--- src/aar_pkg.sv ---
// Package for the axis-angle rotation matrix block: field widths, fixed-point
// constants, transaction structures, pipeline side-band structures and the
// CORDIC arctangent table. Depends on nothing.
package aar_pkg;

	// Field widths
	localparam int ANGLE_W = 18;
	localparam int AXIS_W  = 16;
	localparam int RES_W   = 16;

	// Internal widths
	localparam int XY_W    = 33;   // CORDIC x, y, z and the cosine and sine in Q30
	localparam int SUM_W   = 32;   // sum of the squared axis components
	localparam int SQ_W    = 62;   // normalised radicand, in [2^60, 2^62)
	localparam int Q_W     = 31;   // integer square root, in [2^30, 2^31)
	localparam int NUM_W   = 76;   // scaled axis magnitude for the division
	localparam int E_W     = 5;    // normalisation exponent
	localparam int U_W     = 32;   // signed unit component in Q30

	// Angle handling, in units of 1/128 degree
	localparam int TURN    = 46080;
	localparam int HALF    = 23040;
	localparam int QUARTER = 11520;
	localparam logic signed [XY_W-1:0] RAD_PER_UNIT = 33'sd146409;
	localparam logic signed [XY_W-1:0] CORDIC_GAIN  = 33'sd652032874;

	// Chain lengths
	localparam int CORDIC_STEPS = 30;
	localparam int NORM_STEPS   = 4;
	localparam int SQRT_STEPS   = 31;
	localparam int DIV_STEPS    = 31;
	localparam int LANES        = 3;

	// Request and result transactions
	typedef struct packed {
		logic signed [ANGLE_W-1:0] angle_deg;
		logic signed [AXIS_W-1:0]  axis_x;
		logic signed [AXIS_W-1:0]  axis_y;
		logic signed [AXIS_W-1:0]  axis_z;
	} req_t;

	typedef struct packed {
		logic signed [RES_W-1:0] r00;
		logic signed [RES_W-1:0] r01;
		logic signed [RES_W-1:0] r02;
		logic signed [RES_W-1:0] r10;
		logic signed [RES_W-1:0] r11;
		logic signed [RES_W-1:0] r12;
		logic signed [RES_W-1:0] r20;
		logic signed [RES_W-1:0] r21;
		logic signed [RES_W-1:0] r22;
		logic                    axis_zero;
	} res_t;

	// Side band carried along the CORDIC chain
	typedef struct packed {
		logic                          flip;
		logic                          zero;
		logic [SUM_W-1:0]              sum;
		logic [LANES-1:0][AXIS_W-1:0]  mag;
		logic [LANES-1:0]              sgn;
	} cor_side_t;

	// Side band carried through normalisation and the square root chain
	typedef struct packed {
		logic signed [XY_W-1:0]        c;
		logic signed [XY_W-1:0]        s;
		logic                          zero;
		logic [LANES-1:0][AXIS_W-1:0]  mag;
		logic [LANES-1:0]              sgn;
		logic [E_W-1:0]                e;
	} sq_side_t;

	// Side band carried through the divider chain
	typedef struct packed {
		logic signed [XY_W-1:0] c;
		logic signed [XY_W-1:0] s;
		logic                   zero;
		logic [LANES-1:0]       sgn;
	} dv_side_t;

	// Arctangent of 2^-i in Q30
	function automatic logic signed [XY_W-1:0] atan_q30(input int i);
		logic signed [XY_W-1:0] a;
		case (i)
			0:  a = 33'sd843314857;
			1:  a = 33'sd497837830;
			2:  a = 33'sd263043837;
			3:  a = 33'sd133525159;
			4:  a = 33'sd67021687;
			5:  a = 33'sd33543516;
			6:  a = 33'sd16775851;
			7:  a = 33'sd8388437;
			8:  a = 33'sd4194283;
			9:  a = 33'sd2097149;
			default: begin
				if (i >= 10 && i < 31) begin
					a = 33'sd1 <<< (30 - i);
				end else begin
					a = '0;
				end
			end
		endcase
		return a;
	endfunction

endpackage

--- src/aar_sqrt_cell.sv ---
// One result bit of the restoring integer square root, with a side band.
// Depends on aar_pkg.
module aar_sqrt_cell #(
	parameter int STEP   = 0,
	parameter int SIDE_W = 1
) (
	input  logic                          clk,
	input  logic                          en,
	input  logic [aar_pkg::SQ_W-1:0]      rem_in,
	input  logic [aar_pkg::SQ_W-1:0]      root_in,
	input  logic [SIDE_W-1:0]             side_in,
	output logic [aar_pkg::SQ_W-1:0]      rem_q,
	output logic [aar_pkg::SQ_W-1:0]      root_q,
	output logic [SIDE_W-1:0]             side_q
);

	localparam int W = aar_pkg::SQ_W;
	localparam logic [W-1:0] BIT = W'(1) << (W - 2 - 2 * STEP);

	logic [W-1:0] trial;

	assign trial = root_in + BIT;

	// Take the trial subtrahend when it fits and set this root bit.
	always_ff @(posedge clk) begin
		if (en) begin
			if (rem_in >= trial) begin
				rem_q  <= rem_in - trial;
				root_q <= (root_in >> 1) + BIT;
			end else begin
				rem_q  <= rem_in;
				root_q <= root_in >> 1;
			end
			side_q <= side_in;
		end
	end

endmodule

--- config.mk ---
export PLATFORM = sky130hd
export DESIGN_NAME = aar_sqrt_cell
export DESIGN_NICKNAME = d
export VERILOG_FILES = /design/src/aar_pkg.sv /design/src/aar_sqrt_cell.sv
export SDC_FILE = /design/constraint.sdc
export NUM_CORES = 1
export LEC_CHECK = 0
export BUFFER_PORTS_ARGS = -buffer_cell sky130_fd_sc_hd__buf_2
export CORE_ASPECT_RATIO = 1.1
export CORE_UTILIZATION = 35
export CTS_CLUSTER_DIAMETER = 50
export DETAILED_ROUTE_END_ITERATION = 12
export MAX_ROUTING_LAYER = met4
export PLACE_DENSITY = 0.59
export SYNTH_ARGS = -nofsm -noshare
export SYNTH_HDL_FRONTEND = slang
export SYNTH_SLANG_ARGS = --single-unit
export TNS_END_PERCENT = 5
--- constraint.sdc ---
create_clock -name clk -period 4.47 [get_ports clk]
set_clock_uncertainty 0.1 [all_clocks]
set_input_delay 0.2235 -clock clk [delete_from_list [all_inputs] [get_ports clk]]
set_output_delay 0.2235 -clock clk [all_outputs]
set_load 0.05 [all_outputs]
==> summary.log <==
qor: final_layout.postLayoutCoreUtil 0.4721
qor: final_layout.regArea 3754 um2
qor: critical_path.critical_path.startpoint root_in[2]
qor: clock_network.numCtsBuffers 17
qor: detailed_routing.dr_total_vias 7621
qor: detailed_routing.routed_wire_length_per_instance 16.82 um
qor: sta.total_of_endpoints_with_negative_setup_slack_in_the_final_report 0
qor: clock_network.clk_path_buf_depth 2
qor: yosys.yosys_register_bits 125
qor: clock_network.cts_setup_buffers 0
qor: power_and_ir_drop.power.density 394.2 nW/um2
qor: detailed_routing.totalWireLength 25270 um
qor: global_route.grt_overflow_total 0
qor: detailed_routing.avgViaCountPerCell 5.074
qor: yosys.syn-instance-count 880
qor: yosys.synth_compound_area_frac 0.2128
qor: floorplan.rows 59
qor: critical_path.timing.critical_path.to rem_q[8]$_DFFE_PP_
qor: min_path.worst_hold_path_type primary input to flip-flop
qor: sta.fin_crit 3.926 ns
qor: clock_network.ctsHoldBuffers 64
qor: yosys.netlist_area 8479 um2
qor: global_route.grt_max_degree 96
qor: status.outcome completed
qor: yosys.postSynth.asyncResetShare 0
qor: final_layout.fillerInstances 2291
qor: critical_path.crit_fanout 31
qor: place.gpl.final_weighted_congestion 0.8769
qor: floorplan.num_io_pins 252
qor: final_layout.area_grow_syn2layout 31.93%
qor: floorplan.die_width 150.4 um
qor: yosys.postSynthNetCount 1070
qor: critical_path.crit_path_end_kind flip-flop
qor: place.hpwlAfterDp 19350 um
qor: critical_path.worst-path-buf-inv 4
qor: floorplan.floorplan.initialDensity 0.3578
qor: yosys.number_of_flops_mapped_to_enable_cells_by_yosys 125
qor: critical_path.crit_cells 14
qor: yosys.synth.yosys.seq_area_share 0.4427
qor: power_and_ir_drop.peak_supply_drop 0.2436 mV
qor: final_layout.drive_gt1_frac 0.2556
qor: critical_path.critical_path.cell_chain dlygate4sd3_1 -> buf_2 -> inv_1 -> ha_1 -> a211oi_1 -> o21ai_1 -> o2111ai_1 -> a21o_2 -> o21ai_4 -> a31oi_4 -> a21oi_2 -> o21a_4 -> buf_4 -> a21oi_1
qor: floorplan.fp.dieArea 24850 um2
qor: global_route.grt_first_pass_wirelength 37890 um
qor: global_route.first_global_vias 7342
qor: yosys.synthesis.yosys.warnings 0
qor: clock_network.cts_max_level 4
qor: global_route.antenna_found_initial 0
qor: floorplan.die-height 165.2 um
qor: critical_path.timing.critical_path.slowest_stage_cell sky130_fd_sc_hd__dlygate4sd3_1
qor: sta.maxSlewViolCount 0
qor: flow_run.number_of_max_cap_violations 0
qor: power_and_ir_drop.total_power 4410 uW
qor: clock_network.cts_num_sinks 125
qor: yosys.yosys_most_used_dff sky130_fd_sc_hd__edfxtp_1
qor: critical_path.cell_family_contributing_the_most_delay_on_the_critical_path compound AO/OA/AOI/OAI gates
qor: sta.rsz0062_at_grt no
qor: detailed_routing.count_of_tritonroute_iterations_in_the_first_routing_pass 5
qor: place.placed_cell_area 9987 um2
qor: yosys.largest_family_of_logic_cells_by_synthesized_area compound AO/OA/AOI/OAI gates
qor: clock_network.clock-root-buffer sky130_fd_sc_hd__clkbuf_16
qor: clock_network.post_cts_resize_count 0
qor: final_layout.fin_nets 1374
qor: detailed_routing.detail-route-antenna-nets 0
qor: sta.hold_violations 0
qor: critical_path.worstPathArrival 3.99 ns
qor: sta.hold_ws 0.01125 ns
qor: yosys.synthAdderAreaFrac 0.09385
qor: detailed_routing.post-route-drc-count 0
qor: critical_path.timing.critical_path.required 4.53 ns
qor: final_layout.antenna-diode-count 0
qor: final_layout.commonest_non_fill_non_tap_cell_in_the_layout sky130_fd_sc_hd__buf_2
qor: clock_network.clock_transition_at_the_register_clock_pins_on_the_worst_setup_and_hold_paths_after_cts 0.06 ns
qor: floorplan.placeableCoreArea 23700 um2
qor: global_route.grt_util_all_layers 0.2054
qor: yosys.synth_mux_area_frac 0.008116
qor: final_layout.layout.cell_area.non_filler 11190 um2
qor: sta.achievable-frequency 254.7 MHz
qor: place.placement.io_buffers 251
qor: sta.timing_worst_slew_pin_value 0.9064 ns
qor: critical_path.startpoint_type primary input
qor: yosys.yosys.cell_types.count 69
qor: final_layout.multi_input_comb_area 4233 um2
qor: yosys.synth_area_per_cell 9.636 um2
qor: critical_path.cpPeakStageDelay 0.52 ns
qor: yosys.synth_simple_gate_area_frac 0.1263
qor: final_layout.most-common-layout-cells sky130_fd_sc_hd__buf_2 (250), sky130_fd_sc_hd__edfxtp_1 (125), sky130_fd_sc_hd__a21oi_1 (117)
qor: critical_path.timing_worst_setup_path_type primary input to flip-flop
qor: clock_network.tritoncts yes
qor: sta.setup_tns 0 ns
qor: power_and_ir_drop.p_leak 0.005073 uW
qor: sta.max_slew_margin 0.3958
qor: detailed_routing.drt_iter0_drc 341
qor: sta.timing.final.crit_share 0.8783
qor: yosys.synth_xor_xnor_area_share 0.05681
cells in the mapped netlist (2+ instances only):
master / instances / area, um2
sky130_fd_sc_hd__buf_6: 5 / 56.30
sky130_fd_sc_hd__xor2_1: 24 / 210.2
sky130_fd_sc_hd__o211ai_1: 14 / 105.1
sky130_fd_sc_hd__and4_1: 4 / 35.03
sky130_fd_sc_hd__or3_1: 3 / 18.77
sky130_fd_sc_hd__nor4_1: 3 / 18.77
sky130_fd_sc_hd__nand2_1: 62 / 232.7
sky130_fd_sc_hd__a31oi_1: 11 / 68.82
sky130_fd_sc_hd__a21boi_0: 2 / 15.01
sky130_fd_sc_hd__nand2b_1: 9 / 56.30
sky130_fd_sc_hd__and2_1: 6 / 37.54
sky130_fd_sc_hd__a21oi_1: 117 / 585.6
sky130_fd_sc_hd__nor4b_1: 2 / 17.52
sky130_fd_sc_hd__o31ai_1: 7 / 52.55
sky130_fd_sc_hd__inv_1: 83 / 311.6
sky130_fd_sc_hd__xnor2_1: 31 / 271.5
sky130_fd_sc_hd__edfxtp_1: 125 / 3754
sky130_fd_sc_hd__buf_4: 5 / 37.54
sky130_fd_sc_hd__and3_1: 8 / 50.05
sky130_fd_sc_hd__o21bai_1: 8 / 60.06
sky130_fd_sc_hd__o21ai_1: 2 / 10.01
sky130_fd_sc_hd__mux2i_1: 2 / 20.02
sky130_fd_sc_hd__clkbuf_1: 25 / 93.84
sky130_fd_sc_hd__ha_1: 62 / 775.7
sky130_fd_sc_hd__mux2_2: 2 / 22.52
sky130_fd_sc_hd__a21oi_2: 3 / 26.28
sky130_fd_sc_hd__nor3_1: 15 / 75.07
sky130_fd_sc_hd__o21ai_0: 45 / 225.2
sky130_fd_sc_hd__nor2_1: 72 / 270.3
sky130_fd_sc_hd__nand4_1: 18 / 112.6
sky130_fd_sc_hd__a21o_1: 42 / 315.3
sky130_fd_sc_hd__nand3_1: 15 / 75.07
sky130_fd_sc_hd__a31o_2: 3 / 26.28
sky130_fd_sc_hd__o21a_1: 6 / 45.04
sky130_fd_sc_hd__a211oi_1: 4 / 30.03
sky130_fd_sc_hd__a311oi_2: 2 / 30.03
where the power goes:
group	total [uW]	leakage (uW)	switching [uW]	internal (uW)
clock network	1370	0.000275	553	816
logic	1540	0.00357	1070	468
registers	1500	0.00122	36.4	1460
total	4410	0.00507	1660	2750
registers in the layout (all words and copies together), names as in the netlist:
signal  cells
rem_q      62
root_q     62
side_q      1
per-stage QoR:
step / instances / setup slack, ns
2_1_floorplan: 880 / 1.310
6_report: 1502 / 0.5440
3_5_place_dp: 1406 / 0.5584
3_3_place_gp: 1406 / 0.7009
5_1_grt: 1502 / 0.2780
4_1_cts: 1502 / 0.5552
how the worst min path moves through the flow:
stage          slack, ns  cells after the start       start             endpoint
2_1_floorplan       0.22                      0  root_in[1]  root_q[0]$_DFFE_PP_
3_3_place_gp        0.30                      1     side_in     side_q$_DFFE_PP_
3_5_place_dp        0.30                      1     side_in     side_q$_DFFE_PP_
4_1_cts            0.002                      3  rem_in[45]  rem_q[45]$_DFFE_PP_
5_1_grt             0.01                      3  rem_in[45]  rem_q[45]$_DFFE_PP_
6_report            0.01                      3  rem_in[25]  rem_q[25]$_DFFE_PP_
layout make-up:
| class | instances | area share |
|---|---|---|
| multi-input combinational | 636 | 0.3784 |
| sequential | 125 | 0.3355 |
| timing repair buffer | 321 | 0.1741 |
| clock buffer | 20 | 0.03903 |
| tap | 305 | 0.03411 |
| inverter | 83 | 0.02785 |
| clock inverter | 12 | 0.01096 |
kinds of logic (layout without fill, tap and decap cells):
kind of cell               count (synthesis)  after routing
AOI/OAI and AO/OA                        287            287
and+or+nand+nor                          225            225
DFF                                      125            125
buffers and inverters                    119            436
adders and majority gates                 63             63
xor gates and xnor gates                  55             55
muxes                                      6              6
routing by layer:
layer / track usage / wire (um) / vias up
met4: 0.04913 / 274 / 0
met3: 0.03819 / 1257 / 22
met5: - / 0 / -
met1: 0.2607 / 11640 / 3542
met2: 0.3375 / 12100 / 220
li1: - / - / 3837
(Power assumes the default switching activity.)
