`config.mk`:
```
export PLATFORM = sky130hd
export DESIGN_NAME = aar_cordic_cell
export DESIGN_NICKNAME = d
export VERILOG_FILES = /design/src/aar_pkg.sv /design/src/aar_cordic_cell.sv
export SDC_FILE = /design/constraint.sdc
export NUM_CORES = 1
export LEC_CHECK = 0
export ABC_AREA = 0
export BUFFER_PORTS_ARGS = -buffer_cell sky130_fd_sc_hd__buf_2
export CAP_MARGIN = 0
export CORE_MARGIN = 2
export CORE_UTILIZATION = 50
export CTS_CLUSTER_DIAMETER = 80
export DETAILED_ROUTE_END_ITERATION = 16
export GPL_TIMING_DRIVEN = 0
export PLACE_DENSITY = 0.77
export SLEW_MARGIN = 25
export SYNTH_ARGS = -nofsm -noshare
export SYNTH_HDL_FRONTEND = slang
export SYNTH_SLANG_ARGS = --single-unit
```
`constraint.sdc`:
```
create_clock -name clk -period 3.4 [get_ports clk]
set_input_delay 0.17 -clock clk [delete_from_list [all_inputs] [get_ports clk]]
set_output_delay 0.17 -clock clk [all_outputs]
set_load 0.01 [all_outputs]
```
`src/aar_pkg.sv`:
```
// Package for the axis-angle rotation matrix block: field widths, fixed-point
// constants, transaction structures, pipeline side-band structures and the
// CORDIC arctangent table. Depends on nothing.
package aar_pkg;

	// Field widths
	localparam int ANGLE_W = 18;
	localparam int AXIS_W  = 16;
	localparam int RES_W   = 16;

	// Internal widths
	localparam int XY_W    = 33;   // CORDIC x, y, z and the cosine and sine in Q30
	localparam int SUM_W   = 32;   // sum of the squared axis components
	localparam int SQ_W    = 62;   // normalised radicand, in [2^60, 2^62)
	localparam int Q_W     = 31;   // integer square root, in [2^30, 2^31)
	localparam int NUM_W   = 76;   // scaled axis magnitude for the division
	localparam int E_W     = 5;    // normalisation exponent
	localparam int U_W     = 32;   // signed unit component in Q30

	// Angle handling, in units of 1/128 degree
	localparam int TURN    = 46080;
	localparam int HALF    = 23040;
	localparam int QUARTER = 11520;
	localparam logic signed [XY_W-1:0] RAD_PER_UNIT = 33'sd146409;
	localparam logic signed [XY_W-1:0] CORDIC_GAIN  = 33'sd652032874;

	// Chain lengths
	localparam int CORDIC_STEPS = 30;
	localparam int NORM_STEPS   = 4;
	localparam int SQRT_STEPS   = 31;
	localparam int DIV_STEPS    = 31;
	localparam int LANES        = 3;

	// Request and result transactions
	typedef struct packed {
		logic signed [ANGLE_W-1:0] angle_deg;
		logic signed [AXIS_W-1:0]  axis_x;
		logic signed [AXIS_W-1:0]  axis_y;
		logic signed [AXIS_W-1:0]  axis_z;
	} req_t;

	typedef struct packed {
		logic signed [RES_W-1:0] r00;
		logic signed [RES_W-1:0] r01;
		logic signed [RES_W-1:0] r02;
		logic signed [RES_W-1:0] r10;
		logic signed [RES_W-1:0] r11;
		logic signed [RES_W-1:0] r12;
		logic signed [RES_W-1:0] r20;
		logic signed [RES_W-1:0] r21;
		logic signed [RES_W-1:0] r22;
		logic                    axis_zero;
	} res_t;

	// Side band carried along the CORDIC chain
	typedef struct packed {
		logic                          flip;
		logic                          zero;
		logic [SUM_W-1:0]              sum;
		logic [LANES-1:0][AXIS_W-1:0]  mag;
		logic [LANES-1:0]              sgn;
	} cor_side_t;

	// Side band carried through normalisation and the square root chain
	typedef struct packed {
		logic signed [XY_W-1:0]        c;
		logic signed [XY_W-1:0]        s;
		logic                          zero;
		logic [LANES-1:0][AXIS_W-1:0]  mag;
		logic [LANES-1:0]              sgn;
		logic [E_W-1:0]                e;
	} sq_side_t;

	// Side band carried through the divider chain
	typedef struct packed {
		logic signed [XY_W-1:0] c;
		logic signed [XY_W-1:0] s;
		logic                   zero;
		logic [LANES-1:0]       sgn;
	} dv_side_t;

	// Arctangent of 2^-i in Q30
	function automatic logic signed [XY_W-1:0] atan_q30(input int i);
		logic signed [XY_W-1:0] a;
		case (i)
			0:  a = 33'sd843314857;
			1:  a = 33'sd497837830;
			2:  a = 33'sd263043837;
			3:  a = 33'sd133525159;
			4:  a = 33'sd67021687;
			5:  a = 33'sd33543516;
			6:  a = 33'sd16775851;
			7:  a = 33'sd8388437;
			8:  a = 33'sd4194283;
			9:  a = 33'sd2097149;
			default: begin
				if (i >= 10 && i < 31) begin
					a = 33'sd1 <<< (30 - i);
				end else begin
					a = '0;
				end
			end
		endcase
		return a;
	endfunction

endpackage

```
`src/aar_cordic_cell.sv`:
```
// One rotation step of the CORDIC chain, with a pass-through side band.
// Depends on aar_pkg.
module aar_cordic_cell #(
	parameter int STEP   = 0,
	parameter int SIDE_W = 1
) (
	input  logic                                   clk,
	input  logic                                   en,
	input  logic signed [aar_pkg::XY_W-1:0]        x_in,
	input  logic signed [aar_pkg::XY_W-1:0]        y_in,
	input  logic signed [aar_pkg::XY_W-1:0]        z_in,
	input  logic [SIDE_W-1:0]                      side_in,
	output logic signed [aar_pkg::XY_W-1:0]        x_q,
	output logic signed [aar_pkg::XY_W-1:0]        y_q,
	output logic signed [aar_pkg::XY_W-1:0]        z_q,
	output logic [SIDE_W-1:0]                      side_q
);

	localparam logic signed [aar_pkg::XY_W-1:0] ATAN = aar_pkg::atan_q30(STEP);

	logic signed [aar_pkg::XY_W-1:0] dx;
	logic signed [aar_pkg::XY_W-1:0] dy;

	// Floor shifts of the cross terms
	assign dx = y_in >>> STEP;
	assign dy = x_in >>> STEP;

	// Rotate towards a zero residual angle; a non-negative residual turns positive.
	always_ff @(posedge clk) begin
		if (en) begin
			if (!z_in[aar_pkg::XY_W-1]) begin
				x_q <= x_in - dx;
				y_q <= y_in + dy;
				z_q <= z_in - ATAN;
			end else begin
				x_q <= x_in + dx;
				y_q <= y_in - dy;
				z_q <= z_in + ATAN;
			end
			side_q <= side_in;
		end
	end

endmodule

```
==> results of run 1 <==
path summary, 6_finish.rpt:
kind | startpoint | endpoint | slack [ns]
setup / recovery | x_in[3] | y_q[30] | 0.06
hold / removal | z_in[0] | z_q[0] | 0.14
layout by cell type, fill, tap and decap left out, types with 6 or more instances in the layout:
cell       instances
buf_2            204
a21oi_1          130
ha_1             127
inv_1            103
nor2_1            99
edfxtp_1          99
xnor2_1           70
o21ai_0           58
nand2_1           56
a21o_1            42
clkbuf_1          29
o21bai_1          25
xor2_1            23
a211oi_1          22
mux2i_1           18
nor2b_1           17
nor3_1            14
o31ai_1           14
nand3_1           13
nor4_1            12
nand2b_1          11
o21a_1             9
clkbuf_16          9
nand4_1            8
a31oi_1            8
buf_4              7
or2_2              6
and2_1             6
a311oi_1           6
and3_1             6
per-layer routing:
layer / vias up / GRT usage, % / share of wire, %
li1: 4522 / - / -
met5: - / 0 / 0
met2: 503 / 46.1 / 47
met4: 0 / 11.6 / 3.8
met3: 86 / 4.67 / 8.4
met1: 4430 / 36.3 / 41
state kept, by name, indices dropped and copies added (netlist names):
| register | flops |
|---|---|
| y_q | 33 |
| z_q | 33 |
| x_q | 32 |
| side_q | 1 |
power groups by stage:
stage	combinational (mW)	clock, mW	sequential [mW]
finish	1.86	1.06	1.68
detailed placement	1.80	0	1.71
floorplan	1.04	0	1.82
global route	2.02	1.12	1.70
global placement	1.77	0	1.71
CTS	1.82	1.08	1.68
what timing repair did:
item,CTS,global route
endpoints found under the hold margin,1,0
pin swaps,1,0
setup endpoints to repair,21,15
buffers inserted,2,0
hold buffers,1,0
gates resized for setup,4,10
cell families after synthesis:
group                    synth area share (%)
multiplexers                             1.82
flip-flops                               30.0
XOR/XNOR                                 8.22
AND/OR/NAND/NOR                          12.9
buffers and inverters                    5.93
AO/OA/AOI/OAI                            24.3
adder cells (fa/ha/maj)                  16.8
layout make-up:
| cell class | count | area, µm² | area share [%] |
|---|---|---|---|
| Multi-Input combinational cell | 882 | 6400 | 54.9 |
| Tap cell | 265 | 332 | 2.84 |
| Buffer | 42 | 189 | 1.62 |
| Inverter | 109 | 412 | 3.53 |
| Sequential cell | 99 | 2970 | 25.5 |
| Timing Repair Buffer | 205 | 1060 | 9.08 |
| Clock buffer | 9 | 225 | 1.93 |
| Clock inverter | 7 | 76.3 | 0.654 |
per-stage QoR:
| stage | area, µm² | setup slack, ns | hold WS [ns] | setup TNS (ns) | util [%] |
|---|---|---|---|---|---|
| after floorplan | 9910 | 0.210 | 0.269 | 0 | - |
| after global placement | 11200 | -1.49 | 0.351 | -27.41 | 57.8 |
| after detailed placement | 11300 | -1.21 | 0.348 | -19.77 | 57.9 |
| after CTS | 11600 | 0.0209 | 0.132 | 0 | 59.7 |
| after global routing | 11700 | -0.0149 | 0.148 | -0.0149 | 59.9 |
| final | 11700 | 0.0630 | 0.138 | 0 | 59.9 |
critical path, cell delays in order:
cell and delay [ns]:
buf_2 0.10, inv_1 0.04, ha_1 0.28, buf_4 0.17, and3_1 0.21, a221o_1 0.41
a211oi_2 0.53, o211ai_1 0.22, a211oi_2 0.38, o21bai_1 0.10, a21oi_1 0.36, o221ai_1 0.22
xor2_1 0.21
==> metrics.txt, run 1 <==
Post-synth top cells=a21oi_1 (131), ha_1 (127), inv_1 (103); total CTS buffers=9; Max clock buf depth=2; fmax=300 MHz; status=finished, final reports clean; Core Area=19500 µm²; startpoint type of the worst setup path=input pin; Final min period=3.34 ns; Pre-Repair DR Iteration Count=7; Reg power frac=36.6%; Crit. End Element=register; # setup viols final=0; combinational power share=between 40% and 50%; Synth area leader=edfxtp_1; WS Path Type=in -> reg; I/O Pins=slightly above 200; sw frac=between 30% and 40%; number of synthesized flops with an enable pin=99; fillers=around 1800; Via density=5.90; syn nets=1365; Power Density=between 300 and 400 nW/µm²; HP Class=in -> reg; Static Leak=around 5.4 nW; post-synthesis cell area=9910 µm²; Relative slew margins=approximately a third; Final Hold Fails=0; Area Growth Syn to Fin=17.7%; largest net degree at the start of global routing=57; Synth warnings=0; worst slew pin tran=0.988 ns; cells after synthesis=~1100; P_sw=1.67 mW; ANT cells=0; asr flop ratio synth=0%; Yosys reg bits=99; Layout Cells excl Fill=approximately 1600; Core Rows=approximately 50; Cell Int Power=between 2 and 3 mW; CTS Root Cell=clkbuf_16; worst vdd ir=0.193 mV; area of the die=21000 µm²; Final Cycle Share=98.1%; share of layout cells above drive strength 1=18.5%; Clock transition at path regs=0.06 ns; Clock power frac=23.1%; initial antenna violation count=0; DRC errors left=0; Chip Height=145 µm; total grt overflow=0; GP Congestion=0.957; cell depth of the worst hold path=2; Crit path arrival time=3.41 ns; Total GRT Usage=27.9%; Starting DRT DRC Count=around 1000; max_cap viols=0; Initial Util=50.9%; Post-Synthesis Mean Instance Area=approximately 8.8 µm²; most frequent cell after synthesis=a21oi_1; Critical Path RT=3.47 ns; via count=9541; ys flop type=edfxtp_1; Port Buffers=roughly 200; Worst Path Max Fanout=10; dpl cells=1599; synth unique cells=65; Synth top area share=30.0%; global-route wire length before repair=45700 µm; average routed wire per standard cell=roughly 18 µm; vias in the first global route=8902; Die X=145 µm; top cells by area, synth=edfxtp_1 (30%), ha_1 (16%), a21oi_1 (6.6%), xnor2_1 (6.2%), inv_1 (3.9%); DRT Wirelength=29700 µm; DP HPWL=between 20000 and 25000 µm; Final #Nets=between 1500 and 2000; ANT nets after route=0; H-tree depth=3; Pwr Total=about 4.6 mW; CTS tree=built; Sink Count=slightly below 100; Seq/Total Area, Yosys=between 20% and 30%; final slew viol count=0
No activity file was read; power rests on OpenSTA's default activity.
==> run 2, diff against run 1 <==
BUFFER_PORTS_ARGS = -buffer_cell sky130_fd_sc_hd__buf_4   (was -buffer_cell sky130_fd_sc_hd__buf_2)
==> metrics.txt, run 2 (synthesis gave the netlist of run 1 again) <==
worst slew pin tran=1.01 ns; HP Class=in -> reg; Worst Path Max Fanout=10; DRT Wirelength=31100 µm; worst slack, placed=-1.10 ns; Crit. End Element=register; sw frac=35.2%; CTS Root Cell=clkbuf_16; Critical Path RT=3.49 ns; Pwr Total=4.82 mW; total CTS buffers=9; Worst path slowest cell=a211oi_2; DRC errors left=0; # setup viols final=0; I/O Pins=202; Final Hold Fails=0; Relative slew margins=around 33%; max_cap viols=0; initial antenna violation count=0; Clock transition at path regs=0.07 ns; most frequent cells in the layout=buf_4 (205), a21oi_1 (130), ha_1 (127), inv_1 (103); CP cell instances=buf_4, inv_1, ha_1, buf_4, and3_1, a221o_1, a211oi_2, o211ai_1, a211oi_2, o21bai_1, a21oi_1, o221ai_1, xor2_1; average routed wire per standard cell=19.3 µm; largest net degree at the start of global routing=100; Final min period=3.35 ns; Total GRT Usage=between 20 and 30%; Clock power frac=23.5%; area of the multi-input gates=roughly 6400 µm²; Final #Nets=1579; Final Cycle Share=between 90% and 100%; Core Rows=51; Max clock buf depth=2; area of the die=21000 µm²; H-tree depth=3; Core Area=19500 µm²; Crit path arrival time=about 3.5 ns; Layout Cells excl Fill=approximately 1600; startpoint type of the worst setup path=input pin; Chip Height=145 µm; fmax=a little under 300 MHz; Reg power frac=between 30% and 40%; ANT cells=0; WS Path Type=in -> reg; combinational power share=41.3%; via count=9472; Power Density=397 nW/µm²; Static Leak=5.52 nW; slowest stage delay, CP=0.59 ns; global-route wire length before repair=47200 µm; vias in the first global route=9118; ANT nets after route=0; Initial Util=50.9%; status=finished, final reports clean; GP Congestion=0.974; Sink Count=99; Port Buffers=201; dpl cells=~1600; P_sw=1.70 mW; final slew viol count=0; Post-DP Area=11800 µm²; Pre-Repair DR Iteration Count=6; register area=approximately 3000 µm²; final instance area=12200 µm²; Largest regs=y_q: 33 flops, z_q: 33 flops, x_q: 32 flops; Final WS setup=0.0458 ns; Cell Int Power=between 3 and 4 mW; fillers=between 1500 and 2000; DP HPWL=24300 µm; cell depth of the worst hold path=2; Die X=about 140 µm; share of layout cells above drive strength 1=18.3%; final design utilization=62.4%; worst vdd ir=0.252 mV; commonest non-fill, non-tap cell in the layout=buf_4; Area Growth Syn to Fin=22.6%; CTS tree=built; total grt overflow=0; Via density=~5.9; Starting DRT DRC Count=a little under 600
run 2: worst paths after layout:
check | slack (ns) | from | endpoint
min | 0.13 | z_in[0] | z_q[0]
max | 0.05 | x_in[3] | y_q[30]
run 2: final cells by class:
| cell class | count | share of cell area (%) |
|---|---|---|
| clock inverter | 7 | 0.813 |
| inverter | 109 | 3.41 |
| clock buffer | 9 | 1.85 |
| sequential | 99 | 24.5 |
| tap | 265 | 2.73 |
| buffer | 42 | 1.55 |
| multi-input combinational | 882 | 52.6 |
| timing repair buffer | 203 | 12.6 |
run 2: layer usage:
| layer | routed length (µm) | GRT usage, % | vias to the layer above |
|---|---|---|---|
| li1 | - | - | 4527 |
| met1 | 13100 | 37.7 | 4452 |
| met2 | 14800 | 49.5 | 408 |
| met3 | 1930 | 2.50 | 85 |
| met4 | 1270 | 12.3 | 0 |
| met5 | 0 | 0 | - |
run 2: per-stage QoR:
stage / setup TNS (ns) / hold WS, ns
finish: 0 / 0.129
global route: -0.00268 / 0.146
CTS: 0 / 0.122
detailed placement: -16.29 / 0.350
global placement: -24.20 / 0.351
floorplan: 0 / 0.269
run 2: worst max-delay path: cells and delay by family:
kind	cells	cell delay, ns
XOR/XNOR	1	0.20
adder cells (fa/ha/maj)	1	0.27
AO/OA/AOI/OAI	7	2.27
AND/OR/NAND/NOR	1	0.21
buffers and inverters	3	0.31
run 2: power groups by stage:
stage | Sequential [mW] | Clock, mW | Combinational, mW
floorplan | 1.82 | 0 | 1.04
global placement | 1.72 | 0 | 1.92
detailed placement | 1.73 | 0 | 1.94
CTS | 1.70 | 1.15 | 1.96
global route | 1.72 | 1.19 | 2.16
finish | 1.70 | 1.13 | 1.99
run 2: what timing repair did:
item                                   in CTS  in global routing
endpoints found under the hold margin       1                  0
setup endpoints to repair                  18                 10
hold buffers                                1                  0
resized for setup                           6                  6
setup buffers                               0                  1
pin swaps                                   0                  1
==> run 3, diff against run 2 <==
BUFFER_PORTS_ARGS = -buffer_cell sky130_fd_sc_hd__buf_2   (was -buffer_cell sky130_fd_sc_hd__buf_4)
CORE_MARGIN = 5   (was 2)
==> metrics.txt, run 3 (synthesis gave the netlist of run 1 again) <==
Core Rows=about 50; status=finished, final reports clean; CTS tree=built; Pre-Repair DR Iteration Count=7; initial antenna violation count=0; Power Density=397 nW/µm²; startpoint type of the worst setup path=input pin; GP Congestion=1.01; Worst Path Max Fanout=9; final design utilization=59.8%; ANT nets after route=0; Final Hold Fails=0; Relative slew margins=30.9%; Chip Height=151 µm; Starting DRT DRC Count=801; average routed wire per standard cell=18.8 µm; via count=9414; CTS Root Cell=clkbuf_16; Initial Util=approximately half; ANT cells=0; Core Area=19500 µm²; Sink Count=99; DRT Wirelength=30300 µm; HP Class=in -> reg; total grt overflow=0; Final Cycle Share=99.7%; most frequent cells in the layout=buf_2 (204), a21oi_1 (130), ha_1 (127), inv_1 (103); Final min period=3.39 ns; vias in the first global route=9139; Area Growth Syn to Fin=17.5%; Pwr Total=4.62 mW; Die X=151 µm; Crit path arrival time=between 3 and 4 ns; global-route wire length before repair=47100 µm; Static Leak=5.35 nW; final slew viol count=0; RSZ-0062 raised after global routing=no; Largest regs=y_q: 33 flops, z_q: 33 flops, x_q: 32 flops; fmax=295 MHz; max_cap viols=0; Via density=5.83; worst vdd ir=0.202 mV; commonest non-fill, non-tap cell in the layout=buf_2; dpl cells=about 1600; DRC errors left=0; fillers=1734; total CTS buffers=9; largest net degree at the start of global routing=59; CP startpoint=x_in[7]; WS Path Type=in -> reg; Clock transition at path regs=approximately 0.070 ns; Total GRT Usage=approximately a quarter; I/O Pins=202; Final #Nets=1579; Crit. End Element=register; CP endpoint=y_q[30]; Layout Cells excl Fill=about 1600; DP HPWL=24300 µm; share of layout cells above drive strength 1=17.9%; worst slew pin tran=1.04 ns; Critical Path RT=3.50 ns; H-tree depth=3; Max clock buf depth=2; Port Buffers=201; area of the die=approximately 23000 µm²; # setup viols final=0
==> run 3: final cells by class <==
type,count,area [µm²],share of cell area [%]
Buffer,42,189,1.62
Clock buffer,9,225,1.93
Clock inverter,6,81.3,0.699
Inverter,109,414,3.56
Multi-Input combinational cell,882,6380,54.8
Sequential cell,99,2970,25.5
Tap cell,265,332,2.85
Timing Repair Buffer,203,1050,9.01
==> run 3: repair_timing <==
| item | 4_1_cts | 5_1_grt |
|---|---|---|
| pin swaps | 0 | 1 |
| buffers inserted | 0 | 0 |
| hold buffers | 1 | 0 |
| hold endpoints to repair | 1 | 0 |
| endpoints found under the setup margin | 23 | 10 |
| resized for setup | 6 | 4 |
==> run 3: through the flow <==
step / TNS, ns / hold WS [ns] / cell area [µm²] / worst slack [ns]
after floorplan: 0 / 0.269 / 9910 / 0.210
after CTS: 0 / 0.127 / 11600 / 0.0156
after detailed placement: -21.27 / 0.349 / 11300 / -1.26
final: 0 / 0.135 / 11600 / 0.0108
after global routing: 0 / 0.150 / 11600 / 0.00737
after global placement: -29.97 / 0.350 / 11200 / -1.57
==> run 3: critical path: stages <==
cell and delay (ns):
buf_2 0.11, inv_1 0.05, ha_1 0.28, buf_4 0.17, and2b_1 0.18, nor4_1 0.58
nor3b_1 0.25, a21boi_1 0.13, a21oi_2 0.36, o21ai_1 0.26, o41ai_1 0.52, o221ai_1 0.22
xor2_1 0.19
==> run 3: power breakdown <==
group	total [mW]	internal, mW	switching (mW)
clock	1.09	0.636	0.459
sequential	1.68	1.62	0.0600
combinational	1.84	0.717	1.12
==> run 3: how the worst min path moves through the flow <==
| stage | from | end | cells after the start |
|---|---|---|---|
| final | z_in[0] | z_q[0] | 2 |
| after global routing | z_in[0] | z_q[0] | 2 |
| after CTS | z_in[0] | z_q[0] | 2 |
| after detailed placement | side_in | side_q | 1 |
| after global placement | side_in | side_q | 1 |
| after floorplan | side_in | side_q | 0 |
==> run 3: layer usage <==
layer | vias to the layer above | global-route usage [%] | part of all wire, %
met4 | 0 | 11.3 | 3.8
met3 | 84 | 3.32 | 8.1
met2 | 466 | 43.2 | 47
met5 | - | 0 | 0
li1 | 4524 | - | -
met1 | 4340 | 34.7 | 41
