==> src/aar_pkg.sv <==
// Package for the axis-angle rotation matrix block: field widths, fixed-point
// constants, transaction structures, pipeline side-band structures and the
// CORDIC arctangent table. Depends on nothing.
package aar_pkg;

	// Field widths
	localparam int ANGLE_W = 18;
	localparam int AXIS_W  = 16;
	localparam int RES_W   = 16;

	// Internal widths
	localparam int XY_W    = 33;   // CORDIC x, y, z and the cosine and sine in Q30
	localparam int SUM_W   = 32;   // sum of the squared axis components
	localparam int SQ_W    = 62;   // normalised radicand, in [2^60, 2^62)
	localparam int Q_W     = 31;   // integer square root, in [2^30, 2^31)
	localparam int NUM_W   = 76;   // scaled axis magnitude for the division
	localparam int E_W     = 5;    // normalisation exponent
	localparam int U_W     = 32;   // signed unit component in Q30

	// Angle handling, in units of 1/128 degree
	localparam int TURN    = 46080;
	localparam int HALF    = 23040;
	localparam int QUARTER = 11520;
	localparam logic signed [XY_W-1:0] RAD_PER_UNIT = 33'sd146409;
	localparam logic signed [XY_W-1:0] CORDIC_GAIN  = 33'sd652032874;

	// Chain lengths
	localparam int CORDIC_STEPS = 30;
	localparam int NORM_STEPS   = 4;
	localparam int SQRT_STEPS   = 31;
	localparam int DIV_STEPS    = 31;
	localparam int LANES        = 3;

	// Request and result transactions
	typedef struct packed {
		logic signed [ANGLE_W-1:0] angle_deg;
		logic signed [AXIS_W-1:0]  axis_x;
		logic signed [AXIS_W-1:0]  axis_y;
		logic signed [AXIS_W-1:0]  axis_z;
	} req_t;

	typedef struct packed {
		logic signed [RES_W-1:0] r00;
		logic signed [RES_W-1:0] r01;
		logic signed [RES_W-1:0] r02;
		logic signed [RES_W-1:0] r10;
		logic signed [RES_W-1:0] r11;
		logic signed [RES_W-1:0] r12;
		logic signed [RES_W-1:0] r20;
		logic signed [RES_W-1:0] r21;
		logic signed [RES_W-1:0] r22;
		logic                    axis_zero;
	} res_t;

	// Side band carried along the CORDIC chain
	typedef struct packed {
		logic                          flip;
		logic                          zero;
		logic [SUM_W-1:0]              sum;
		logic [LANES-1:0][AXIS_W-1:0]  mag;
		logic [LANES-1:0]              sgn;
	} cor_side_t;

	// Side band carried through normalisation and the square root chain
	typedef struct packed {
		logic signed [XY_W-1:0]        c;
		logic signed [XY_W-1:0]        s;
		logic                          zero;
		logic [LANES-1:0][AXIS_W-1:0]  mag;
		logic [LANES-1:0]              sgn;
		logic [E_W-1:0]                e;
	} sq_side_t;

	// Side band carried through the divider chain
	typedef struct packed {
		logic signed [XY_W-1:0] c;
		logic signed [XY_W-1:0] s;
		logic                   zero;
		logic [LANES-1:0]       sgn;
	} dv_side_t;

	// Arctangent of 2^-i in Q30
	function automatic logic signed [XY_W-1:0] atan_q30(input int i);
		logic signed [XY_W-1:0] a;
		case (i)
			0:  a = 33'sd843314857;
			1:  a = 33'sd497837830;
			2:  a = 33'sd263043837;
			3:  a = 33'sd133525159;
			4:  a = 33'sd67021687;
			5:  a = 33'sd33543516;
			6:  a = 33'sd16775851;
			7:  a = 33'sd8388437;
			8:  a = 33'sd4194283;
			9:  a = 33'sd2097149;
			default: begin
				if (i >= 10 && i < 31) begin
					a = 33'sd1 <<< (30 - i);
				end else begin
					a = '0;
				end
			end
		endcase
		return a;
	endfunction

endpackage

==> src/aar_div_cell.sv <==
// One quotient bit of three parallel restoring divisions sharing a divisor,
// with a side band. Depends on aar_pkg.
module aar_div_cell #(
	parameter int STEP   = 0,
	parameter int SIDE_W = 1
) (
	input  logic                                                  clk,
	input  logic                                                  en,
	input  logic [aar_pkg::Q_W-1:0]                               den_in,
	input  logic [aar_pkg::LANES-1:0][aar_pkg::NUM_W-1:0]         rem_in,
	input  logic [aar_pkg::LANES-1:0][aar_pkg::Q_W-1:0]           quot_in,
	input  logic [SIDE_W-1:0]                                     side_in,
	output logic [aar_pkg::Q_W-1:0]                               den_q,
	output logic [aar_pkg::LANES-1:0][aar_pkg::NUM_W-1:0]         rem_q,
	output logic [aar_pkg::LANES-1:0][aar_pkg::Q_W-1:0]           quot_q,
	output logic [SIDE_W-1:0]                                     side_q
);

	localparam int NW = aar_pkg::NUM_W;
	localparam int K  = aar_pkg::Q_W - 1 - STEP;

	logic [NW-1:0] dsh;

	// Divisor aligned to this quotient bit
	assign dsh = NW'(den_in) << K;

	// Each lane subtracts the aligned divisor when it fits.
	for (genvar l = 0; l < aar_pkg::LANES; l++) begin : g_lane
		always_ff @(posedge clk) begin
			if (en) begin
				if (rem_in[l] >= dsh) begin
					rem_q[l]  <= rem_in[l] - dsh;
					quot_q[l] <= {quot_in[l][aar_pkg::Q_W-2:0], 1'b1};
				end else begin
					rem_q[l]  <= rem_in[l];
					quot_q[l] <= {quot_in[l][aar_pkg::Q_W-2:0], 1'b0};
				end
			end
		end
	end

	always_ff @(posedge clk) begin
		if (en) begin
			den_q  <= den_in;
			side_q <= side_in;
		end
	end

endmodule

==> config.mk <==
export PLATFORM = sky130hd
export DESIGN_NAME = aar_div_cell
export DESIGN_NICKNAME = d
export VERILOG_FILES = /design/src/aar_pkg.sv /design/src/aar_div_cell.sv
export SDC_FILE = /design/constraint.sdc
export NUM_CORES = 1
export LEC_CHECK = 0
export BUFFER_PORTS_ARGS = -buffer_cell sky130_fd_sc_hd__buf_2
export CAP_MARGIN = 15
export CELL_PAD_IN_SITES_DETAIL_PLACEMENT = 0
export CELL_PAD_IN_SITES_GLOBAL_PLACEMENT = 2
export CORE_AREA = 2 2 275 277
export CTS_BUF_LIST = sky130_fd_sc_hd__clkbuf_2
export DETAILED_ROUTE_END_ITERATION = 12
export DIE_AREA = 0 0 277 279
export GPL_ROUTABILITY_DRIVEN = 0
export PLACE_DENSITY_LB_ADDON = 0.1
export RECOVER_POWER = 25
export SYNTH_ARGS = -nofsm -noshare
export SYNTH_HDL_FRONTEND = slang
export SYNTH_SLANG_ARGS = --single-unit
==> constraint.sdc <==
create_clock -name clk -period 3.9 [get_ports clk]
set_input_delay 1.17 -clock clk [delete_from_list [all_inputs] [get_ports clk]]
set_output_delay 1.17 -clock clk [all_outputs]
set_load 0.03 [all_outputs]
==> results of run 1 <==
## state kept, by name, summed over array words and instances (netlist names)
register / flops
den_q: 31
rem_q: 228
quot_q: 93
side_q: 1
## synthesized netlist by cell type, types with 18 or more instances
| cell | count | area (um^2) |
|---|---|---|
| nand2_1 | 96 | 360 |
| ha_1 | 93 | 1160 |
| o21ai_0 | 53 | 265 |
| a21o_1 | 35 | 263 |
| nand4_1 | 28 | 175 |
| nor3_1 | 39 | 195 |
| nor2_1 | 133 | 499 |
| a21oi_1 | 185 | 926 |
| nand3_1 | 23 | 115 |
| edfxtp_1 | 353 | 10600 |
| nor4_1 | 31 | 194 |
| xor2_1 | 48 | 420 |
| xnor2_1 | 80 | 701 |
| inv_1 | 63 | 236 |
| o21bai_1 | 18 | 135 |
| mux2_2 | 18 | 203 |
| clkbuf_1 | 27 | 101 |
## cell usage in the layout (no fill, tap or decap), types with 13 or more instances in the layout
cell type  count
nand4_1       28
nor2b_1       13
xnor2_1       80
edfxtp_1     353
nand2b_1      13
inv_1         62
ha_1          93
o21ai_0       52
nand3_1       23
clkbuf_1      82
buf_4        375
o21bai_1      17
clkinv_1      17
clkbuf_2     152
or4_1         16
nor4_1        31
a31oi_1       13
xor2_1        48
nand2_1       94
nor2_1       133
a21oi_1      184
buf_2        622
nor3_1        39
a21o_1        35
## cell type report
class	count	area share, %
Multi-Input combinational cell	1097	27.5
Sequential cell	353	39.5
Antenna cell	7	0.0652
Clock buffer	151	2.81
Clock inverter	26	0.643
Inverter	64	0.895
Tap cell	969	4.52
Timing Repair Buffer	1093	24.1
## per-stage QoR
| step | std cells | worst slack [ns] | TNS [ns] |
|---|---|---|---|
| final | 3760 | 0.291 | 0 |
| after global routing | 3758 | 0.218 | 0 |
| after CTS | 3753 | 0.620 | 0 |
| after detailed placement | 3576 | -0.680 | -69.77 |
| after global placement | 3576 | -0.701 | -67.01 |
| after floorplan | 1563 | -0.0513 | -0.0755 |
## power by group through the flow
stage / clock network, uW / registers [uW] / logic, uW
2_1_floorplan: 0 / 5640 / 945
3_3_place_gp: 0 / 4830 / 3330
3_5_place_dp: 0 / 4840 / 3330
4_1_cts: 3080 / 4750 / 3350
5_1_grt: 3250 / 4790 / 3530
6_report: 2900 / 4750 / 3290
## worst max path at each step
stage | startpoint | endpoint | slack [ns]
floorplan | den_in[19] | rem_q[63]$_DFFE_PP_ | -0.05
global placement | den_in[0] | rem_q[218]$_DFFE_PP_ | -0.70
detailed placement | den_in[1] | rem_q[150]$_DFFE_PP_ | -0.68
CTS | den_in[11] | rem_q[183]$_DFFE_PP_ | 0.62
global route | den_in[0] | rem_q[218]$_DFFE_PP_ | 0.22
finish | den_in[11] | rem_q[183]$_DFFE_PP_ | 0.29
## logic make-up after synthesis
kind of cell / share of synthesized area [%]
buffers and inverters: 2.55
adders and majority gates: 6.66
AOI/OAI and AO/OA: 12.9
xor gates and xnor gates: 6.10
muxes: 1.16
and+or+nand+nor: 12.9
DFF: 57.7
## metal layers
layer  vias up  wire length [um]
li1       8316                 -
met1      8159             33300
met2       529             43000
met3       129              5390
met4        26              1690
met5         -               162
==> results.md, run 1 <==
• 0.277 GHz — highest clock rate
• complete, but fails checks — run status
• 35.7% — Switching Fraction
• 708 — Ports
• 27 — maximum fanout along the worst path
• 0 — count of unresolved DRC violations after routing
• 30.1% — power share of the combinational group
• 0 — Yosys warnings
• 24.8% — initial core utilization
• 26900 um^2 — fin area
• 100 — number of rows created at floorplan
• 0 — hold buffer count at CTS
• 277 um — horizontal die dimension
• or4b_1 — library cell contributing the largest single delay on the critical path
• 73 — distinct cell type count of the synthesized netlist
• flip-flop — Worst Setup End Kind
• 7837 — total of fill cells in the finished design
• max-capacitance violations, max-slew violations — violated checks
• 4 — number of buffer and inverter instances along the worst setup path
• 120000 um — global-route wire length before repair
• clkbuf_1 > inv_1 > ha_1 > nand2_2 > or4_4 > or4b_1 > nor3_1 > buf_4 > a31o_2 > a221o_2 > buf_12 > mux2_4 — CP cell instances
• 0% — share of async-settable or async-resettable flops after synthesis
• 353 — count of flip-flops with a built-in enable after synthesis
• 10600 um^2 — combined flip-flop and latch cell area
• 1 — Maximum Capacitance Violations
• 704 — quantity of I/O buffers inserted on ports
• 43.6% — share of cells above drive strength 1
• 7380 um^2 — area of the multi-input gates
• 0.0118 uW — cell leakage power
• 0.10 ns — clock edge transition at the registers on the reported setup and hold paths
• 0.220 mV — worst supply voltage drop on vdd
• 57 — number of pins exceeding their max-slew limit in the final report
• in2reg — critical path start-end classification
• 92.5% — post-route clock period utilization
• 17800 — vias in the first global route
• met2 — grt peak-use layer
• 57.7% — sequential-to-total area share from yosys stat
• 26.5% — proportion of power drawn by the clock network
• 43.4% — sequential power share
• 0 — global route overflow
• 24.4% — GR met1 Demand/Resource
• -41.6% — worst slew slack as a fraction of its limit
• 279 um — vertical extent of the die
• 0 — Hold Violations, Final
• input pin — nature of the critical path startpoint
• yes — CTS tree
• no — unrepaired setup endpoints after global routing
• 407 nW/um^2 — pwr dens
• 18400 um^2 — combined area of all synthesized cells
• 353 — number of synthesized register bits
• 70000 um — placed wire-length estimate after detailed placement
• 0.248 ns — Final Hold Slack
• 46.1% — P&R area growth vs syn
• 21.1% — total track usage
• 3 — buffers from clock root to sink, at most
• 26 — antenna violations before repair
• 0 — Setup Fix Bufs, Post-CTS
• 3900 uW — Net Sw Power
• 1 — depth of the worst hold-timing path
• 3.61 ns — Period minus WS final
• simple AND/OR/NAND/NOR gates — family with the most delay on the worst path
• 1563 — count of mapped cells out of synthesis
• 38.2% — met2 GRT Util
• 0.56 ns — crit-path max cell delay
• 5.86% — met3 usage
• den_in[26] — hold path startpoint
• 5 — count of TritonRoute iterations in the first routing pass
• clkbuf_2 — Root Driver
• edfxtp_1 — flip-flop cell with the highest count after synthesis
• 0 — count of cells resized by post-cts repair
• 100 — Inserted Clock Buffers
• 36.3% — post-layout utilization of the core
• 74100 um^2 — area of the placeable core
• 26000 um^2 — cell area after placement
• 4.37 ns — Crit path arrival time
• 7030 uW — Int Power
• in2reg — Min-Delay Path Class
• 353 — clk sinks
• 3 — Max H-tree Level
• 0 — Antenna Nets Post-Route
• 17200 — via total after detailed routing
• 77300 um^2 — die area
• 83500 um — wire length reported by the detailed router
• 4.66 ns — worst path required time
• 2.12 ns — worst slew pin tran
• 11.8 um^2 — Mapped Avg Cell Area
• 22.2 um — routed length per instance
• den_q[26]$_DFFE_PP_ — end point of the worst hold path
• 4.56 — detailed-route vias per instance
• 62 — pin count of the biggest net entering global routing
• 3160 — number of nets in the final layout
• 798 — iteration-0 DRC count of the detailed router
• 2014 — post-synth net total
• 10900 uW — Tot Pwr
• 12 — Crit path depth
• 0 — count of final setup violators
Power figures use the tool's default switching activity.
==> run 2: changes to the inputs <==
--- a/config.mk
+++ b/config.mk
@@ -5,14 +5,14 @@
 export SDC_FILE = /design/constraint.sdc
 export NUM_CORES = 1
 export LEC_CHECK = 0
-export BUFFER_PORTS_ARGS = -buffer_cell sky130_fd_sc_hd__buf_2
 export CAP_MARGIN = 15
 export CELL_PAD_IN_SITES_DETAIL_PLACEMENT = 0
 export CELL_PAD_IN_SITES_GLOBAL_PLACEMENT = 2
-export CORE_AREA = 2 2 275 277
+export CORE_AREA = 2 2 278 280
 export CTS_BUF_LIST = sky130_fd_sc_hd__clkbuf_2
 export DETAILED_ROUTE_END_ITERATION = 12
-export DIE_AREA = 0 0 277 279
+export DIE_AREA = 0 0 280 282
+export DONT_BUFFER_PORTS = 1
 export GPL_ROUTABILITY_DRIVEN = 0
 export PLACE_DENSITY_LB_ADDON = 0.1
 export RECOVER_POWER = 25
==> results.md, run 2 (synthesis results as in run 1) <==
• complete, but fails checks — run status
• max-slew violations — violated checks
• 3 — antenna violations before repair, -88%
• 0 — count of cells resized by post-cts repair, unchanged
• 24.2% — share of cells above drive strength 1, -19 points
• 708 — Ports, unchanged
• 116000 um — global-route wire length before repair, -3.6%
• 24.3% — initial core utilization, -0.53 points
• rem_q: 228 flops, quot_q: 93 flops, den_q: 31 flops — largest registers
• 7380 um^2 — area of the multi-input gates, unchanged
• 0.286 GHz — highest clock rate, +3.4%
• 89.5% — post-route clock period utilization, -3.0 points
• en — hold path startpoint
• 10800 uW — Tot Pwr, -0.99%
• 20.5% — total track usage, -0.68 points
• 4 — number of buffer and inverter instances along the worst setup path, unchanged
• edfxtp_1 — most common cell after layout, fill and taps aside
• 131 — number of pins exceeding their max-slew limit in the final report, +130%
• 4.75 — detailed-route vias per instance, +4.1%
• 0 — quantity of I/O buffers inserted on ports, -100%
• 2630 — number of nets in the final layout, -17%
• 0 — Setup Fix Bufs, Post-CTS, unchanged
• 0 — count of unresolved DRC violations after routing, unchanged
• 3245 — number of standard cells in the layout, taps in and fillers out, -14%
• flip-flop — Worst Setup End Kind
• 75700 um^2 — area of the placeable core, +2.2%
• 38.5% — P&R area growth vs syn
• 818 — iteration-0 DRC count of the detailed router, +2.5%
• 101 — number of rows created at floorplan, +1.0%
• 16100 — vias in the first global route, -9.7%
• 5 — maximum fanout along the worst path, -81%
• 0 — Antenna Nets Post-Route, unchanged
• 4.71 ns — worst path required time, +0.05 ns
• 1.79 ns — worst slew pin tran, -0.333 ns
• clkbuf_2 — Root Driver
• 10600 um^2 — combined flip-flop and latch cell area, unchanged
• 425 nW/um^2 — pwr dens, +4.4%
• 83500 um — wire length reported by the detailed router, about the same
• rem_q — register with the highest flop count
• 353 — clk sinks, unchanged
• in2reg — Min-Delay Path Class
• 280 um — horizontal die dimension, +1.1%
• 65500 um — placed wire-length estimate after detailed placement, -6.4%
• 0.409 ns — fin worst setup slack, +0.118 ns
• -0.731 ns — worst setup slack before clock tree synthesis, -0.0507 ns
• 0 — depth of the worst hold-timing path, -1
• 0 — count of final setup violators, unchanged
• 0 — Hold Violations, Final, unchanged
• 3 — buffers from clock root to sink, at most, unchanged
• in2reg — critical path start-end classification
• 5 — count of TritonRoute iterations in the first routing pass, unchanged
• 228 — Largest register FFs, unchanged
• 0.0101 uW — cell leakage power, -15%
• yes — CTS tree
• 15400 — via total after detailed routing, -10%
• 0 — Maximum Capacitance Violations, -1
• 2835 — instance count after placement with tap cells included, -21%
• 25.7 um — routed length per instance, +16%
• buf_4 — most repeated library cell on the critical path
• 0.10 ns — clock edge transition at the registers on the reported setup and hold paths, about the same
• 7698 — total of fill cells in the finished design, -1.8%
• fa_1 — library cell contributing the largest single delay on the critical path
• 3 — Max H-tree Level, unchanged
• 0.202 mV — worst supply voltage drop on vdd, -8.0%
• -19.4% — worst slew slack as a fraction of its limit, +22 points
• compound AO/OA/AOI/OAI gates — family with the most delay on the worst path
• 3.49 ns — Period minus WS final, -0.118 ns
• inv_1 > buf_4 > fa_1 > a21o_1 > a221o_1 > a211o_1 > a21boi_0 > buf_4 > nor3_1 > o31ai_1 > buf_4 > o2111ai_1 > xnor2_1 — CP cell instances
• 282 um — vertical extent of the die, +1.1%
• edfxtp_1 (353), buf_4 (332), dlygate4sd3_1 (220) — most frequent cells in the layout
• 79000 um^2 — die area, +2.2%
• den_q[10]$_DFFE_PP_ — end point of the worst hold path
• no — unrepaired setup endpoints after global routing
• 100 — Inserted Clock Buffers, unchanged
• 4.30 ns — Crit path arrival time, -0.07 ns
• 0.44 ns — crit-path max cell delay, -0.12 ns
• 0 — global route overflow, unchanged
• input pin — nature of the critical path startpoint
• 354 — pin count of the biggest net entering global routing, +470%
-- run 2: cell types whose count changed in the layout (fill, tap and decap cells not counted), sizes merged --
| cell | change |
|---|---|
| buf | -665 |
| bufinv | +4 |
| clkbuf | -105 |
| clkinv | +22 |
| clkinvlp | -1 |
| diode | -2 |
| dlygate4sd3 | +220 |
| inv | +3 |
-- run 2: what timing repair did --
action                     4_1_cts  5_1_grt
hold buffers                   220        0
hold endpoints to repair       220        0
setup endpoints to repair        0        0
-- run 2: layout make-up --
cell class / count / area share [%]
clock buffer: 131 / 2.58
multi-input combinational: 1097 / 29.0
sequential: 353 / 41.6
tap: 978 / 4.81
inverter: 64 / 0.944
antenna: 5 / 0.0492
clock inverter: 54 / 1.70
timing repair buffer: 563 / 19.3
-- run 2: worst max path at each step --
stage,start,end,slack (ns),cells after the start
finish,den_in[1],rem_q[150]$_DFFE_PP_,0.41,13
global route,den_in[1],rem_q[226]$_DFFE_PP_,0.11,14
CTS,den_in[1],rem_q[150]$_DFFE_PP_,0.53,13
global placement,den_in[1],rem_q[226]$_DFFE_PP_,-0.77,14
detailed placement,den_in[1],rem_q[150]$_DFFE_PP_,-0.73,13
floorplan,den_in[19],rem_q[63]$_DFFE_PP_,-0.05,10
-- run 2: per-layer routing --
metal	vias up	share of wire, %	GRT usage, %	wire [um]
met5	-	0.016	0	13
met4	2	2.8	6.98	2330
met3	117	7.5	6.42	6250
met2	574	50	36.2	42100
met1	7463	39	23.2	32800
li1	7256	-	-	-
-- run 2: per-stage QoR --
stage / area (um^2) / TNS (ns) / utilization [%] / hold slack [ns]
6_report: 25500 / 0 / 33.6 / 0.168
5_1_grt: 25500 / 0 / 33.6 / 0.0493
4_1_cts: 25400 / 0 / 33.6 / 0.0156
3_5_place_dp: 22200 / -58.84 / 29.3 / 1.27
3_3_place_gp: 22200 / -53.97 / 29.3 / 1.27
2_1_floorplan: 18500 / -0.0755 / - / 1.27
-- run 2: power by group --
part / switching, uW / internal (uW)
Clock: 1860 / 1390
Combinational: 899 / 953
Sequential: 1030 / 4690
==> run 3: changes to the inputs <==
--- a/config.mk
+++ b/config.mk
@@ -19,3 +19,4 @@
 export SYNTH_ARGS = -nofsm -noshare
 export SYNTH_HDL_FRONTEND = slang
 export SYNTH_SLANG_ARGS = --single-unit
+export TNS_END_PERCENT = 10
==> constraint.sdc (replaced) <==
create_clock -name clk -period 3.9 [get_ports clk]
set_input_delay 0.195 -clock clk [delete_from_list [all_inputs] [get_ports clk]]
set_output_delay 0.195 -clock clk [all_outputs]
set_load 0.03 [all_outputs]
==> results.md, run 3 <==
• 280 um — horizontal die dimension, unchanged
• 11.8 um^2 — Mapped Avg Cell Area, unchanged
• 353 — clk sinks, unchanged
• did not finish — run status
• 0 — quantity of I/O buffers inserted on ports, unchanged
• clkbuf_2 — Root Driver
• 19900 um^2 — cell area after placement, -10%
• 4_1_cts — Stop stage
• 18400 um^2 — combined area of all synthesized cells, unchanged
• 101 — number of rows created at floorplan, unchanged
• [ERROR RSZ-0060] Max buffer count reached. — Err
• 73 — distinct cell type count of the synthesized netlist, unchanged
• 3 — buffers from clock root to sink, at most, unchanged
• 0.161 ns — worst setup slack before clock tree synthesis, +0.892 ns
• 353 — count of flip-flops with a built-in enable after synthesis, unchanged
• 3 — Max H-tree Level, unchanged
• edfxtp_1 (353), a21oi_1 (185), nor2_1 (133) — most used standard cells in the synthesized netlist
• 59000 um — placed wire-length estimate after detailed placement, -10%
• 57.7% — sequential-to-total area share from yosys stat, unchanged
• 0 — Setup Fix Bufs, Post-CTS, unchanged
• 24.3% — initial core utilization, unchanged
• 282 um — vertical extent of the die, unchanged
• 1563 — count of mapped cells out of synthesis, unchanged
• 353 — number of synthesized register bits, unchanged
• 708 — Ports, unchanged
• 0 — Yosys warnings, unchanged
• edfxtp_1 — library cell with the highest instance count after synthesis
• 0% — share of async-settable or async-resettable flops after synthesis, unchanged
• 2014 — post-synth net total, unchanged
• 57.7% — area fraction of the dominant cell type after synthesis, unchanged
• 548 — hold buffer count at CTS, +150%
• edfxtp_1 (58%), ha_1 (6.3%), a21oi_1 (5.0%) — biggest area contributors in the synthesized netlist
• 97 — Inserted Clock Buffers, -3.0%
• edfxtp_1 — Yosys top cell by area
• edfxtp_1 — flip-flop cell with the highest count after synthesis
• 0 — count of cells resized by post-cts repair, unchanged
==> run 3: cell counts after synthesis <==
Identical to the previous run, type by type.
==> run 3: logic make-up after synthesis <==
group	count (synthesis)	share of synthesized area [%]
flip-flops	353	57.7
adder cells (fa/ha/maj)	96	6.66
multiplexers	19	1.16
AND/OR/NAND/NOR	465	12.9
buffers and inverters	113	2.55
AO/OA/AOI/OAI	389	12.9
XOR/XNOR	128	6.10
==> run 3: per-stage QoR <==
stage               std cells  util (%)
floorplan                1563         -
global placement         2555      26.3
detailed placement       2555      26.3
==> run 4: changes to the inputs <==
==> config.mk (replaced) <==
export PLATFORM = sky130hd
export DESIGN_NAME = aar_div_cell
export DESIGN_NICKNAME = d
export VERILOG_FILES = /design/src/aar_pkg.sv /design/src/aar_div_cell.sv
export SDC_FILE = /design/constraint.sdc
export NUM_CORES = 1
export LEC_CHECK = 0
export CAP_MARGIN = 15
export CORE_AREA = 2 2 275 277
export DETAILED_ROUTE_END_ITERATION = 12
export DIE_AREA = 0 0 277 279
export DONT_BUFFER_PORTS = 1
export GPL_ROUTABILITY_DRIVEN = 0
export PLACE_DENSITY_LB_ADDON = 0.15
export RECOVER_POWER = 25
export SYNTH_ARGS = -nofsm -noshare
export SYNTH_HDL_FRONTEND = slang
export SYNTH_SLANG_ARGS = --single-unit
export TNS_END_PERCENT = 10
==> constraint.sdc (replaced) <==
create_clock -name clk -period 5.05 [get_ports clk]
set_input_delay 0.2525 -clock clk [delete_from_list [all_inputs] [get_ports clk]]
set_output_delay 0.2525 -clock clk [all_outputs]
set_load 0.03 [all_outputs]
==> results.md, run 4 (synthesis results as in run 1) <==
• complete, but fails checks — run status
• max-capacitance violations, max-slew violations — violated checks
• 9060 uW — Tot Pwr
• no — unrepaired setup endpoints after global routing
• met2 — grt peak-use layer
• 77300 um^2 — die area
• 20.3% — GR met1 Demand/Resource
• den_in[0] — start point of the critical path
• 19600 um^2 — cell area after placement, -1.6%
• 44 — Inserted Clock Buffers, -55%
• 0.68 ns — crit-path max cell delay
• 34.2% — P&R area growth vs syn
• rem_in[147] — hold path startpoint
• dlygate4sd3_1 > ha_1 > inv_1 > fa_1 > a211oi_1 > o21ai_0 > a31oi_1 > o21ai_0 > buf_4 > o311ai_0 > a31oi_1 > nor4b_1 > xor2_1 — CP cell instances
• clkbuf_16 — Root Driver
• 367 nW/um^2 — pwr dens
• 277 um — horizontal die dimension, -1.1%
• 354 — pin count of the biggest net entering global routing
• 0 — Hold Violations, Final
• 0 ns — total negative slack for setup checks
• 0 — Antenna Nets Post-Route
• 228 — Largest register FFs
• 0 — quantity of I/O buffers inserted on ports, unchanged
• 2 — Max H-tree Level, -1
• 279 um — vertical extent of the die, -1.1%
• 0 — global route overflow
• 0.243 GHz — highest clock rate
• 15400 — vias in the first global route
• 100 — number of rows created at floorplan, -0.99%
• 3 — buffers from clock root to sink, at most, unchanged
• in2reg — Min-Delay Path Class
• 708 — Ports, unchanged
• -210% — worst slew slack as a fraction of its limit
• 0 — count of final setup violators
• 5 — maximum fanout along the worst path
• 6.74% — share of cells above drive strength 1
• 25.7 um — routed length per instance
• 0.06 ns — clock edge transition at the registers on the reported setup and hold paths
• input pin — nature of the critical path startpoint
• o311ai_0 — library cell contributing the largest single delay on the critical path
• 18.8% — total track usage
• 24.8% — initial core utilization, +0.53 points
• 31.0% — Switching Fraction
• yes — CTS tree
• 0.939 ns — fin worst setup slack
• 4.90 — detailed-route vias per instance
• 698 — iteration-0 DRC count of the detailed router
• 0.672 ns — worst setup slack before clock tree synthesis, +0.511 ns
• in2reg — critical path start-end classification
• compound AO/OA/AOI/OAI gates — family with the most delay on the worst path
• 2389 — number of nets in the final layout
• 0.213 mV — worst supply voltage drop on vdd
• 14.0% — power share of the combinational group
• 352 — hold buffer count at CTS, -36%
• 4.65 ns — worst slew pin tran
• 33.3% — post-layout utilization of the core
• 4.42 ns — Crit path arrival time
• 81.4% — post-route clock period utilization
• 2 — Maximum Capacitance Violations
• edfxtp_1 (353), dlygate4sd3_1 (353), a21oi_1 (185) — most frequent cells in the layout
• 353 — clk sinks, unchanged
• 2810 uW — Net Sw Power
• 6250 uW — Int Power
• flip-flop — Worst Setup End Kind
• 5.36 ns — worst path required time
• 0.00896 uW — cell leakage power
• 56200 um — placed wire-length estimate after detailed placement, -4.7%
• 49.0% — sequential power share
• 0 — Setup Fix Bufs, Post-CTS, unchanged
• 5 — count of TritonRoute iterations in the first routing pass
• 75900 um — wire length reported by the detailed router
• 107000 um — global-route wire length before repair
• rem_q: 228 flops, quot_q: 93 flops, den_q: 31 flops — largest registers
• 6.32% — met3 usage
• 0 — count of cells resized by post-cts repair, unchanged
• 4 — antenna violations before repair
• 74100 um^2 — area of the placeable core
• 14500 — via total after detailed routing
• 33.6% — met2 GRT Util
• 0 — count of unresolved DRC violations after routing
• 4.11 ns — Period minus WS final
• 341 — number of pins exceeding their max-slew limit in the final report
• 3 — number of buffer and inverter instances along the worst setup path
• rem_q — register with the highest flop count
• 37.0% — proportion of power drawn by the clock network
• 24700 um^2 — fin area
run 4: stage by stage:
stage,hold WS (ns),instances
global placement,0.351,2506
CTS,-0.213,2939
floorplan,0.351,1563
global route,0.0304,2948
finish,0.0509,2951
detailed placement,0.351,2506
run 4: path summary, 6_finish.rpt:
| kind | to | slack (ns) | cells past startpoint |
|---|---|---|---|
| worst max-delay path | rem_q[218]$_DFFE_PP_ | 0.94 | 13 |
| worst min-delay path | rem_q[148]$_DFFE_PP_ | 0.05 | 3 |
run 4: power by group through the flow:
stage	clock network, uW	registers [uW]	logic [uW]
after detailed placement	0	4490	959
final	3350	4440	1270
after floorplan	0	4350	711
after CTS	3460	4440	1220
after global routing	3590	4470	1410
after global placement	0	4500	961
run 4: metal layers:
layer	part of all wire (%)	up-vias	wire length (um)
met5	0	-	0
met1	38	7043	28600
li1	-	6737	-
met2	50	543	38100
met3	7.9	138	5980
met4	4.2	0	3160
run 4: cell type report:
cell class                      instances  area [um^2]
Antenna cell                            9         22.5
Clock buffer                           51         1170
Clock inverter                         30          358
Fill cell                            7451        49400
Inverter                               64          240
Multi-Input combinational cell       1097         7330
Sequential cell                       353        10600
Tap cell                              969         1210
Timing Repair Buffer                  378         3730
